===== src/design/gvls_pkg.sv =====
// ----------------------------------------------------------------------------
// gvls_pkg
// Shared widths, constants and register codes of the 3D grid trellis
// layer step.
// ----------------------------------------------------------------------------
package gvls_pkg;

  localparam int PROB_W     = 16;
  localparam int LOG_W      = 16;
  localparam int COST_W     = 32;
  localparam int PRED_W     = 13;
  localparam int CFG_IDX_W  = 4;
  localparam int CFG_DATA_W = 5;
  localparam int START_W    = 4;
  localparam int REACH_W    = 3;
  localparam int SIZE_W     = 5;

  localparam int LOG_TABLE_BITS = 10;

  localparam logic [PROB_W-1:0] PROB_LO = 16'd66;
  localparam logic [PROB_W-1:0] PROB_HI = 16'd65470;
  localparam logic [31:0]       LN2_Q32 = 32'd2977044472;

  localparam logic signed [COST_W-1:0] UNREACH  = 32'sh8000_0000;
  localparam logic signed [COST_W-1:0] COST_MIN = 32'sh8000_0001;

  localparam logic [CFG_IDX_W-1:0] CFG_START_X     = 4'd0;
  localparam logic [CFG_IDX_W-1:0] CFG_START_Y     = 4'd1;
  localparam logic [CFG_IDX_W-1:0] CFG_START_Z     = 4'd2;
  localparam logic [CFG_IDX_W-1:0] CFG_REACH       = 4'd3;
  localparam logic [CFG_IDX_W-1:0] CFG_REACH_Z_LOW = 4'd4;
  localparam logic [CFG_IDX_W-1:0] CFG_SIZE_X      = 4'd5;
  localparam logic [CFG_IDX_W-1:0] CFG_SIZE_Y      = 4'd6;
  localparam logic [CFG_IDX_W-1:0] CFG_SIZE_Z      = 4'd7;

endpackage


===== src/design/gvls_ln.sv =====
// ----------------------------------------------------------------------------
// gvls_ln
// Iterative natural log of a quantised occupancy probability in Q0.16, to
// signed Q4.12, by leading-one search, twenty squaring steps and ln 2 scaling.
// ----------------------------------------------------------------------------
module gvls_ln (
  input  logic                                clk,
  input  logic                                rst_n,
  input  logic                                start,
  input  logic [gvls_pkg::PROB_W-1:0]         prob,
  output logic                                done,
  output logic signed [gvls_pkg::LOG_W-1:0]   log_val
);
  import gvls_pkg::*;

  localparam int SH        = PROB_W - LOG_TABLE_BITS;
  localparam int SQ_STEPS  = 20;
  localparam int FRAC_BITS = 20;

  localparam logic [PROB_W-1:0] LOW_MASK = PROB_W'((32'd1 << SH) - 32'd1);
  localparam logic [PROB_W-1:0] HALF     = PROB_W'((32'd1 << SH) >> 1);

  localparam logic [1:0] L_IDLE = 2'd0;
  localparam logic [1:0] L_SQ   = 2'd1;
  localparam logic [1:0] L_MUL  = 2'd2;
  localparam logic [1:0] L_RND  = 2'd3;

  logic [1:0]              st_r;
  logic [4:0]              cnt_r;
  logic [30:0]             m_r;
  logic [3:0]              n_r;
  logic [FRAC_BITS-1:0]    frac_r;
  logic [55:0]             mag_r;
  logic                    done_r;
  logic signed [LOG_W-1:0] val_r;

  logic [PROB_W-1:0] c_map;
  logic [PROB_W-1:0] c_cl;
  logic [3:0]        lead;
  logic [30:0]       m_init;
  logic [61:0]       sq;
  logic [31:0]       t;
  logic [23:0]       l2n;
  logic [55:0]       prodm;
  logic [56:0]       rnd;

  always_comb begin
    c_map = (prob & ~LOW_MASK) | HALF;
    if (c_map < PROB_LO) begin
      c_cl = PROB_LO;
    end else if (c_map > PROB_HI) begin
      c_cl = PROB_HI;
    end else begin
      c_cl = c_map;
    end
    lead = '0;
    for (int i = 0; i < PROB_W; i++) begin
      if (c_cl[i]) begin
        lead = 4'(i);
      end
    end
    m_init = 31'(c_cl) << (5'd30 - 5'(lead));
    sq     = 62'(m_r) * 62'(m_r);
    t      = sq[61:30];
    l2n    = (24'(5'd16 - 5'(n_r)) << FRAC_BITS) - 24'(frac_r);
    prodm  = 56'(l2n) * 56'(LN2_Q32);
    rnd    = 57'(mag_r) + (57'd1 << 39);
  end

  always_ff @(posedge clk) begin
    if (!rst_n) begin
      st_r   <= L_IDLE;
      done_r <= 1'b0;
      cnt_r  <= '0;
    end else begin
      unique case (st_r)
        L_IDLE: begin
          if (start) begin
            m_r    <= m_init;
            n_r    <= lead;
            frac_r <= '0;
            cnt_r  <= '0;
            done_r <= 1'b0;
            st_r   <= L_SQ;
          end
        end
        L_SQ: begin
          m_r    <= t[31] ? t[31:1] : t[30:0];
          frac_r <= {frac_r[FRAC_BITS-2:0], t[31]};
          cnt_r  <= cnt_r + 5'd1;
          if (cnt_r == 5'(SQ_STEPS - 1)) begin
            st_r <= L_MUL;
          end
        end
        L_MUL: begin
          mag_r <= prodm;
          st_r  <= L_RND;
        end
        L_RND: begin
          val_r  <= -LOG_W'(rnd[56:40]);
          done_r <= 1'b1;
          st_r   <= L_IDLE;
        end
        default: begin
          st_r <= L_IDLE;
        end
      endcase
    end
  end

  assign done    = done_r;
  assign log_val = val_r;

endmodule


===== config.mk =====
export PLATFORM = sky130hd
export DESIGN_NAME = gvls_ln
export DESIGN_NICKNAME = d
export VERILOG_FILES = /design/src/design/gvls_pkg.sv /design/src/design/gvls_ln.sv
export SDC_FILE = /design/constraint.sdc
export NUM_CORES = 2
export LEC_CHECK = 0
export ABC_AREA = 1
export BUFFER_PORTS_ARGS = -buffer_cell sky130_fd_sc_hd__buf_2
export CORE_AREA = 3 3 288 290
export CTS_BUF_LIST = sky130_fd_sc_hd__clkbuf_8
export DETAILED_ROUTE_END_ITERATION = 7
export DIE_AREA = 0 0 291 293
export MAX_ROUTING_LAYER = met4
export PLACE_DENSITY = 0.67
export SKIP_CTS_REPAIR_TIMING = 1
export SLEW_MARGIN = 20
export SYNTH_ARGS = -nofsm -noshare
export SYNTH_HDL_FRONTEND = slang
export SYNTH_SLANG_ARGS = --single-unit

===== constraint.sdc =====
create_clock -name clk -period 20.5 [get_ports clk]
set_clock_uncertainty 0.2 [all_clocks]
set_input_delay 2.05 -clock clk [delete_from_list [all_inputs] [get_ports clk]]
set_output_delay 2.05 -clock clk [all_outputs]
set_load 0.02 [all_outputs]

==> reports/metrics.cfg <==
[detailed_routing]
drt-vias-per-instance = 5.13
drtPass1Iterations = 5
num_vias = 32500
drt_wl_total_mm = 110
drc = 0
drt_iter0_drc = 1955
wl_per_cell_um = 17.3
antenna_left = 0

[timing]
setup-tns-final_ns = 0
finalCriticalPeriod_ns = 9.35
fin_ws_ns = 11.15
max_slew_margin = 0.280
rsz0062_at_grt = no
fin_crit_sh = 0.456
setup_viol = 0
tightest_slew_ns = 1.08
fmax_mhz = 107
hold_viol = 0
slew_viol_final = 0

[logic_synthesis]
synth_edf_count = 88
seq_area_frac_synth = 0.0622
yosys.cell_types.count = 57
synth-seq-cells = 96
async_reset_ff_frac = 0
yosys.area.top_type = fa_1
netlist_area_mm2 = 0.0450
synth_cells = 5315
syn_nets = 6865
synth_top_cells_by_area = fa_1 (44%), ha_1 (15%), inv_1 (14%)
yosysWarnings = 0
yosysMostFrequentCell = inv_1
yosys-top-cells-count = inv_1 (1,732), fa_1 (991), nand2_1 (871)
synth_top_area_frac = 0.441
synthFlopType = edfxtp_1
syn_area_per_cell_um2 = 8.47

[critical_path]
cp_max_fo = 9
crit_path_max_incr_delay_ns = 0.73
reg2regPathDepth = 41
worstPathArrival_ns = 9.31
crit_type = reg -> reg
cp.depth = 41
crit_family = adder cells
cp_num_buf_inv = 6
critPathCaptureType = flop
critPathLaunchType = flop
cp.required_ns = 20.46
slowest_stage = fa_1
critPathMostFrequentCell = fa_1

[global_routing]
grt_max_degree = 52
overflow = 0
antenna_found_initial = 2
grt_pass1_wl_mm = 181
grt_pass1_vias = 34400
track_usage = 0.278

[die]
row_count = 104
ioPinCount = 36
dieArea_mm2 = 0.0853
start_util = 0.559
die_h_um = 293
die_w_um = 291
core_area_mm2 = 0.0805

[final_layout]
num-fill-cells = 7410
drive_gt1_frac = 0.0265
final_nets = 6828
syn_to_final_growth_pct = 3.31

[place]
io_buffers = 29
post-dp-hpwl_mm = 94.2
place_ws_ns = 11.22
gp_congestion = 0.957

[min_path]
hold_class = reg -> reg
holdPathStages = 2

[cts]
cts_tree = built
clkSinkCount = 96
h-tree-depth = 3
cts_buffers = 9
root_buffer = clkbuf_8
cts_buffer_depth = 2
clk_latency_ns = 0.43
clk_pin_slew_worst_paths_ns = 0.11

[flow_run]
drv_cap = 0

[outcome]
status = finished, final reports clean

layout by cell type, fill, tap and decap left out, types with 4 or more instances in the layout:
| cell type | count |
|---|---|
| o21bai_1 | 8 |
| nor2_4 | 6 |
| nand2_2 | 8 |
| nor2_2 | 8 |
| a21o_1 | 14 |
| xor2_1 | 53 |
| inv_2 | 13 |
| o21a_1 | 13 |
| nand3b_1 | 5 |
| ha_1 | 540 |
| edfxtp_1 | 88 |
| dfxtp_1 | 8 |
| nor2_1 | 221 |
| a21oi_1 | 172 |
| a21boi_0 | 5 |
| clkbuf_8 | 10 |
| o211ai_1 | 16 |
| buf_4 | 37 |
| inv_1 | 1732 |
| buf_2 | 29 |
| a31oi_1 | 22 |
| fa_1 | 991 |
| nor3_1 | 26 |
| and2_1 | 4 |
| nor4_1 | 6 |
| o21ai_1 | 18 |
| nand2_1 | 871 |
| o21ai_0 | 107 |
| or2_2 | 12 |
| nand3_1 | 123 |
| xnor2_1 | 57 |
| nand4_1 | 12 |
| or2_1 | 5 |
stage by stage:
stage | instances | area, µm² | hold WS, ns | utilization
floorplan | 5315 | 45000 | 0.257 | -
global placement | 6327 | 46300 | 0.274 | 0.575
detailed placement | 6327 | 46300 | 0.275 | 0.575
CTS | 6343 | 46500 | 0.299 | 0.578
global route | 6344 | 46500 | 0.315 | 0.578
finish | 6344 | 46500 | 0.298 | 0.578
worst min-delay path: stages, from the launching register on:
cell	delay (ns)
dfxtp_1	0.34
nand3_1	0.07
o21ai_0	0.06
routing by layer:
layer / wire, µm / track usage / vias up
met2: 51700 / 0.444 / 860
met5: 0 / - / -
li1: - / - / 15400
met4: 3260 / 0.0736 / 0
met3: 6660 / 0.0333 / 130
met1: 48100 / 0.380 / 16200
registers in the layout, summed over array words and instances (netlist names):
name and flops:
cnt_r 5, m_r 31, st_r 2, log_val 16
done 1, frac_r 20, mag_r 17, n_r 4
cells by family after synthesis:
logic type	synth area share
AOI/OAI and AO/OA	0.0489
xor gates and xnor gates	0.0218
and+or+nand+nor	0.121
buffers and inverters	0.156
DFF	0.0622
adders and majority gates	0.591
area by class of cell:
type	count	area, µm²	area share
inverters	1748	6560	0.141
repair buffers	66	423	0.00909
multi-input cells	3357	35200	0.757
well taps	1060	1330	0.0285
flip-flops and latches	96	2800	0.0602
clock inverters	6	47.5	0.00102
diodes	1	2.50	0.0000538
clock buffers	10	138	0.00296
path summary, 6_finish.rpt:
check                               start   endpoint  slack [ns]
worst max-delay path            frac_r[0]  mag_r[54]       11.15
worst min-delay path                 done       done        0.30
worst max register to register  frac_r[0]  mag_r[54]       11.15
worst min register to register       done       done        0.30
Power is left out: the tool's default activity adds up to more than one toggle a clock period on the data nets, which glitch-free logic cannot reach.
